`src/hw/rtl/icu_pkg.sv`:
```
// Shared types and constants of the integer calculation unit
package icu_pkg;

  localparam int unsigned VALUE_W = 63;

  typedef enum logic [2:0] {
    OP_ADD    = 3'd0,
    OP_SUB    = 3'd1,
    OP_MUL    = 3'd2,
    OP_DIV    = 3'd3,
    OP_MOD    = 3'd4,
    OP_SQUARE = 3'd5,
    OP_GCD    = 3'd6,
    OP_LCM    = 3'd7
  } op_e;

  typedef enum logic [2:0] {
    ST_IDLE,
    ST_DIV,
    ST_GCD,
    ST_LDIV,
    ST_MUL,
    ST_MRES,
    ST_OUT
  } state_e;

endpackage

```
`src/hw/rtl/integer_calc_unit_with_gcd_lcm_unit.sv`:
```
// Top level of the integer calculation unit with gcd and lcm
// One item at a time: in_stall_o stays high from acceptance until the result
// is taken. Add and sub go straight to the output state, mul and square pass
// through the multiply and result states, div and mod through the divider,
// gcd runs one division per Euclid remainder step, and lcm adds one more
// division and a multiply. The shared one-bit-per-cycle divider sets the pace;
// the worst case is lcm of two consecutive Fibonacci numbers, 44 remainder
// steps for 31-bit operands. A zero operand (operand_b ignored for square)
// gives status 1 and value 0.
module integer_calc_unit_with_gcd_lcm_unit import icu_pkg::*; #(
  parameter int unsigned OPERAND_BITS = 31
) (
  input  logic                      clk_i,
  input  logic                      rst_ni,
  input  logic                      in_valid_i,
  output logic                      in_stall_o,
  input  logic [2:0]                req_type_i,
  input  logic [OPERAND_BITS-1:0]   operand_a_i,
  input  logic [OPERAND_BITS-1:0]   operand_b_i,
  output logic                      out_valid_o,
  input  logic                      out_stall_i,
  output logic signed [VALUE_W-1:0] value_o,
  output logic                      status_o
);

  localparam int unsigned W = OPERAND_BITS;

  state_e            state_q, state_d;
  op_e               op_q, op_d, op_in;
  logic [W-1:0]      a_q, a_d;
  logic [W-1:0]      b_q, b_d;
  logic [W-1:0]      small_q, small_d;
  logic [VALUE_W-1:0] value_q, value_d;
  logic              status_q, status_d;
  logic              bad;
  logic              a_gt_b;

  logic              div_start, div_done;
  logic [W-1:0]      div_dividend, div_divisor, div_quo, div_rem;
  logic              mul_en;
  logic [W-1:0]      mul_a, mul_b;
  logic [2*W-1:0]    prod;

  assign op_in  = op_e'(req_type_i);
  assign bad    = (op_in == OP_SQUARE) ? (operand_a_i == '0)
                                       : ((operand_a_i == '0) || (operand_b_i == '0));
  assign a_gt_b = operand_a_i > operand_b_i;

  icu_div #(.OPERAND_BITS(OPERAND_BITS)) u_div (
    .clk_i       (clk_i),
    .rst_ni      (rst_ni),
    .start_i     (div_start),
    .dividend_i  (div_dividend),
    .divisor_i   (div_divisor),
    .done_o      (div_done),
    .quotient_o  (div_quo),
    .remainder_o (div_rem)
  );

  assign mul_en = (state_q == ST_MUL);
  assign mul_a  = (op_q == OP_LCM) ? div_quo : a_q;
  assign mul_b  = (op_q == OP_SQUARE) ? a_q : b_q;

  icu_mul #(.OPERAND_BITS(OPERAND_BITS)) u_mul (
    .clk_i  (clk_i),
    .en_i   (mul_en),
    .a_i    (mul_a),
    .b_i    (mul_b),
    .prod_o (prod)
  );

  always_comb begin
    state_d = state_q;
    case (state_q)
      ST_IDLE: begin
        if (in_valid_i) begin
          if (bad) begin
            state_d = ST_OUT;
          end else begin
            case (op_in)
              OP_ADD, OP_SUB:    state_d = ST_OUT;
              OP_MUL, OP_SQUARE: state_d = ST_MUL;
              OP_DIV, OP_MOD:    state_d = ST_DIV;
              default:           state_d = ST_GCD;
            endcase
          end
        end
      end
      ST_DIV: begin
        if (div_done) state_d = ST_OUT;
      end
      ST_GCD: begin
        if (div_done && (div_rem == '0)) begin
          state_d = (op_q == OP_GCD) ? ST_OUT : ST_LDIV;
        end
      end
      ST_LDIV: begin
        if (div_done) state_d = ST_MUL;
      end
      ST_MUL:  state_d = ST_MRES;
      ST_MRES: state_d = ST_OUT;
      ST_OUT: begin
        if (!out_stall_i) state_d = ST_IDLE;
      end
      default: state_d = ST_IDLE;
    endcase
  end

  always_comb begin
    op_d         = op_q;
    a_d          = a_q;
    b_d          = b_q;
    small_d      = small_q;
    value_d      = value_q;
    status_d     = status_q;
    div_start    = 1'b0;
    div_dividend = operand_a_i;
    div_divisor  = operand_b_i;
    case (state_q)
      ST_IDLE: begin
        if (in_valid_i) begin
          op_d     = op_in;
          a_d      = operand_a_i;
          b_d      = operand_b_i;
          status_d = bad;
          value_d  = '0;
          if (!bad) begin
            case (op_in)
              OP_ADD: value_d = VALUE_W'(operand_a_i) + VALUE_W'(operand_b_i);
              OP_SUB: value_d = VALUE_W'(operand_a_i) - VALUE_W'(operand_b_i);
              OP_DIV, OP_MOD: div_start = 1'b1;
              OP_GCD, OP_LCM: begin
                div_start    = 1'b1;
                div_dividend = a_gt_b ? operand_a_i : operand_b_i;
                div_divisor  = a_gt_b ? operand_b_i : operand_a_i;
                small_d      = div_divisor;
              end
              default: value_d = '0;
            endcase
          end
        end
      end
      ST_DIV: begin
        if (div_done) begin
          value_d = (op_q == OP_DIV) ? VALUE_W'(div_quo) : VALUE_W'(div_rem);
        end
      end
      ST_GCD: begin
        if (div_done) begin
          if (div_rem == '0) begin
            value_d = VALUE_W'(small_q);
            if (op_q == OP_LCM) begin
              div_start    = 1'b1;
              div_dividend = a_q;
              div_divisor  = small_q;
            end
          end else begin
            div_start    = 1'b1;
            div_dividend = small_q;
            div_divisor  = div_rem;
            small_d      = div_rem;
          end
        end
      end
      ST_MRES: value_d = VALUE_W'(prod);
      default: value_d = value_q;
    endcase
  end

  always_ff @(posedge clk_i or negedge rst_ni) begin
    if (!rst_ni) begin
      state_q <= ST_IDLE;
    end else begin
      state_q <= state_d;
    end
  end

  always_ff @(posedge clk_i) begin
    op_q     <= op_d;
    a_q      <= a_d;
    b_q      <= b_d;
    small_q  <= small_d;
    value_q  <= value_d;
    status_q <= status_d;
  end

  assign in_stall_o  = (state_q != ST_IDLE);
  assign out_valid_o = (state_q == ST_OUT);
  assign value_o     = value_q;
  assign status_o    = status_q;

endmodule

```
`src/hw/rtl/icu_div.sv`:
```
// Iterative restoring divider, one quotient bit per cycle
module icu_div import icu_pkg::*; #(
  parameter int unsigned OPERAND_BITS = 31
) (
  input  logic                    clk_i,
  input  logic                    rst_ni,
  input  logic                    start_i,
  input  logic [OPERAND_BITS-1:0] dividend_i,
  input  logic [OPERAND_BITS-1:0] divisor_i,
  output logic                    done_o,
  output logic [OPERAND_BITS-1:0] quotient_o,
  output logic [OPERAND_BITS-1:0] remainder_o
);

  localparam int unsigned W     = OPERAND_BITS;
  localparam int unsigned CNT_W = $clog2(OPERAND_BITS);

  logic             busy_q, busy_d;
  logic             done_q, done_d;
  logic [CNT_W-1:0] cnt_q, cnt_d;
  logic [W-1:0]     rem_q, rem_d;
  logic [W-1:0]     quo_q, quo_d;
  logic [W-1:0]     dvs_q, dvs_d;
  logic [W:0]       shifted;
  logic [W+1:0]     diff;
  logic             ge;

  assign shifted = {rem_q, quo_q[W-1]};
  assign diff    = {1'b0, shifted} - {2'b00, dvs_q};
  assign ge      = ~diff[W+1];

  always_comb begin
    busy_d = busy_q;
    done_d = 1'b0;
    cnt_d  = cnt_q;
    rem_d  = rem_q;
    quo_d  = quo_q;
    dvs_d  = dvs_q;
    if (start_i) begin
      busy_d = 1'b1;
      cnt_d  = CNT_W'(W - 1);
      rem_d  = '0;
      quo_d  = dividend_i;
      dvs_d  = divisor_i;
    end else if (busy_q) begin
      rem_d = ge ? diff[W-1:0] : shifted[W-1:0];
      quo_d = {quo_q[W-2:0], ge};
      cnt_d = cnt_q - CNT_W'(1);
      if (cnt_q == '0) begin
        busy_d = 1'b0;
        done_d = 1'b1;
      end
    end
  end

  always_ff @(posedge clk_i or negedge rst_ni) begin
    if (!rst_ni) begin
      busy_q <= 1'b0;
      done_q <= 1'b0;
      cnt_q  <= '0;
    end else begin
      busy_q <= busy_d;
      done_q <= done_d;
      cnt_q  <= cnt_d;
    end
  end

  always_ff @(posedge clk_i) begin
    rem_q <= rem_d;
    quo_q <= quo_d;
    dvs_q <= dvs_d;
  end

  assign done_o      = done_q;
  assign quotient_o  = quo_q;
  assign remainder_o = rem_q;

endmodule

```
`src/hw/rtl/icu_mul.sv`:
```
// Registered multiplier shared by product, square and lcm
module icu_mul import icu_pkg::*; #(
  parameter int unsigned OPERAND_BITS = 31
) (
  input  logic                      clk_i,
  input  logic                      en_i,
  input  logic [OPERAND_BITS-1:0]   a_i,
  input  logic [OPERAND_BITS-1:0]   b_i,
  output logic [2*OPERAND_BITS-1:0] prod_o
);

  logic [2*OPERAND_BITS-1:0] prod_q;

  always_ff @(posedge clk_i) begin
    if (en_i) begin
      prod_q <= (2*OPERAND_BITS)'(a_i) * (2*OPERAND_BITS)'(b_i);
    end
  end

  assign prod_o = prod_q;

endmodule

```
`config.mk`:
```
export PLATFORM = sky130hd
export DESIGN_NAME = integer_calc_unit_with_gcd_lcm_unit
export DESIGN_NICKNAME = d
export VERILOG_FILES = /design/src/hw/rtl/icu_pkg.sv /design/src/hw/rtl/integer_calc_unit_with_gcd_lcm_unit.sv /design/src/hw/rtl/icu_div.sv /design/src/hw/rtl/icu_mul.sv
export SDC_FILE = /design/constraint.sdc
export NUM_CORES = 2
export LEC_CHECK = 0
export ABC_AREA = 1
export BUFFER_PORTS_ARGS = -buffer_cell sky130_fd_sc_hd__buf_2
export CORE_ASPECT_RATIO = 1.5
export CORE_MARGIN = 8
export CORE_UTILIZATION = 55
export CTS_BUF_LIST = sky130_fd_sc_hd__clkbuf_4 sky130_fd_sc_hd__clkbuf_8
export DETAILED_ROUTE_END_ITERATION = 10
export PLACE_DENSITY_LB_ADDON = 0.12
export SLEW_MARGIN = 20
export SYNTH_ARGS = -nofsm -noshare
export SYNTH_HDL_FRONTEND = slang
export SYNTH_SLANG_ARGS = --single-unit
```
`constraint.sdc`:
```
create_clock -name clk_i -period 7.1 [get_ports clk_i]
set_clock_uncertainty 0.05 [all_clocks]
set_input_delay 0 -clock clk_i [delete_from_list [all_inputs] [get_ports clk_i]]
set_output_delay 0 -clock clk_i [all_outputs]
set_load 0.1 [all_outputs]
```
==> out/results.ini <==
[placement]
place_congestion = 1.16
placed_area_um2 = 63200
dp.final_hpwl_um = 214000
port_buffers = 134
dpl_worst_slack_ns = -1.26

[outcome]
status = finished, violations left
failed_checks = design-rule violations, negative setup slack

[drt]
drt_wl_total_um = 261000
detail_route.vias_per_cell = 5.98
drt-pass1-iter-count = 10
routedWlPerCell_um = 27.8
drtIter0Drc = 5995
postRouteAntennaNets = 0
via_count = 56200
remaining_drc_errors = 1

[sta]
worst_slack_ns = -0.846
max_freq_mhz = 126
report.final.slew_viol_count = 0
post-route-min-period_ns = 7.95
setup-violations-final = 46
rsz0062_at_grt = yes
tns_ns = -30.35
timing.final.crit_share_pct = 112
max-slew-margin-rel_pct = 18.3
timing_worst_slew_pin_value_ns = 1.21
final-hold-violation-count = 0

[global_route]
grt_pass1_vias = 59300
initial_antenna_violation_count = 11
wire_length_of_the_first_global_routing_pass_um = 381000
grt_util_all_layers_pct = 47.5
global_route.overflow_total = 0
grt_max_degree = 77

[synthesis]
post_synth_num_cell_types = 48
synth.net_count = 8571
yosysWarningCount = 0
synthesis.instances = 7309
synth-seq-cells = 325
syn-cell-area_um2 = 55100
yosysSeqAreaShare_pct = 17.1
yosysTopAreaCellShare_pct = 30.5
post_synth.cell_area_avg_um2 = 7.54
synth.top_cells.by_area = fa_1, edfxtp_1, nand2_1
netlist.top_cell.by_area = fa_1

[final_layout]
final_layout_size_suffix_gt1_share_pct = 15.9
mostFrequentLayoutCell = nand2_1
final_nets = 9311
final_cell_area_um2 = 66100
final.fill_count = 8627
most-common-layout-cells = nand2_1, inv_1, nor2_1
flow.area_growth_from_synthesis_pct = 19.9

[setup_path]
critPathCaptureType = flop
crit_path_max_fanout = 9
r2r-end = u_mul.prod_o[52]
arrival_time_at_the_worst_endpoint_ns = 8.34
rr_worst_depth = 29
worst_r2r_startpoint = op_q[1]
worstSetupStartpoint = op_q[1]
cpPeakStageDelay_ns = 0.63
worst_path_slowest_cell = fa_1
criticalPathCategory = reg2reg
timing.critical_path.from_type = flop
crit_end = u_mul.prod_o[52]
timing.reg2reg.setup_slack_ns = -0.85
critical-path-top-cell-by-count = fa_1
crit_required_ns = 7.50

[clocking]
cts.reportedPaths.clkPinSlew_ns = 0.07
cts_buffer_count = 51
ctsHtreeMaxLevel = 2
tritoncts = done
tritoncts_num_sinks = 325
cts.root.buffer_cell = clkbuf_8
clk_path_buf_depth = 3
clock_latency_ns = 0.69

[floorplanning]
design.die.area_um2 = 111000
initial_utilization_pct = 55.3
fp.coreArea_um2 = 99700
top_level_ports = 135
die_x_um = 274
floorplan.die.height_um = 404
rows = 142

[run]
cap_violations = 0

[min_path]
min-delay-path-class = in2reg

==> how the worst min path moves through the flow <==
stage / startpoint / to / slack (ns) / cells past startpoint
after CTS: in_valid_i / a_q[0] / 0.05 / 4
final: in_valid_i / a_q[0] / 0.08 / 4
after floorplan: rst_ni / state_q[0] / -0.35 / 0
after global placement: rst_ni / u_div.cnt_q[1] / -0.18 / 1
after detailed placement: rst_ni / u_div.cnt_q[1] / -0.18 / 1
after global routing: in_valid_i / status_o / 0.08 / 4
==> kinds of logic after synthesis <==
group                    after synthesis  synth area share [%]
buffers and inverters               1720                  11.9
flip-flops                           325                  17.1
XOR/XNOR                              74                  1.18
AO/OA/AOI/OAI                        805                  8.04
AND/OR/NAND/NOR                     3192                  23.3
adder cells (fa/ha/maj)             1193                  38.5
==> metrics by stage <==
| stage | std cells | utilization (%) | hold WS, ns |
|---|---|---|---|
| finish | 9404 | 66.3 | 0.0793 |
| global route | 9390 | 66.3 | 0.0765 |
| CTS | 9387 | 65.9 | 0.0547 |
| detailed placement | 9210 | 63.4 | -0.178 |
| global placement | 9210 | 63.4 | -0.184 |
| floorplan | 7309 | - | -0.346 |
==> layout make-up <==
| class | count | area, um^2 | area share, % |
|---|---|---|---|
| multi-input cells | 5264 | 40300 | 61.1 |
| well taps | 1296 | 1620 | 2.45 |
| repair buffers | 961 | 8020 | 12.1 |
| clock inverters | 26 | 303 | 0.458 |
| inverters | 1446 | 5480 | 8.29 |
| clock buffers | 70 | 870 | 1.32 |
| diodes | 16 | 40.0 | 0.0606 |
| flip-flops and latches | 325 | 9400 | 14.2 |
==> critical path, delay by kind of cell (launching register included) <==
kind | cells | cell delay (ns)
and+or+nand+nor | 9 | 1.38
xor gates and xnor gates | 1 | 0.07
AOI/OAI and AO/OA | 1 | 0.17
buffers and inverters | 9 | 1.32
DFF | 1 | 0.44
adders and majority gates | 9 | 4.29
==> Yosys cell counts (all sizes together) <==
master,n
a211oi,3
a21boi,6
a21o,11
a21oi,293
a31oi,13
and2,3
and3,6
buf,81
clkbuf,193
clkinv,18
dfrtp,10
dfxtp,31
edfxtp,284
fa,840
ha,353
inv,1428
nand2,1851
nand2b,1
nand3,312
nand3b,11
nand4,51
nor2,897
nor3,42
nor4,10
nor4b,1
o2111ai,7
o211ai,50
o21a,9
o21ai,382
o21bai,30
o22ai,1
or2,7
xnor2,22
xor2,52
==> sequential cells by signal, summed over array words and instances (netlist names) <==
name and cells:
u_div.busy_q 1, small_q 31, op_q 3, b_q 31, u_div.cnt_q 5, u_div.quotient_o 31
u_mul.prod_o 62, a_q 31, u_div.dvs_q 31, value_o 63, state_q 3, u_div.done_o 1
status_o 1, u_div.remainder_o 31
==> per-layer routing <==
layer	vias up	track usage, %	routed length [um]
met5	-	0	13
met4	2	55.8	40600
met3	1658	11.0	23400
met2	3883	78.8	122000
met1	26800	44.6	74600
li1	23800	-	-
==> repair_timing <==
item / CTS / global route
resized for setup: 155 / 88
buffers inserted: 12 / 1
pin swaps: 4 / 9
hold buffers: 68 / 0
gates cloned: 1 / 0
endpoints found under the hold margin: 174 / 0
endpoints found under the setup margin: 50 / 50
Power is not shown: default switching activity piles up to over one toggle a cycle in this logic, so the estimate is an artifact.
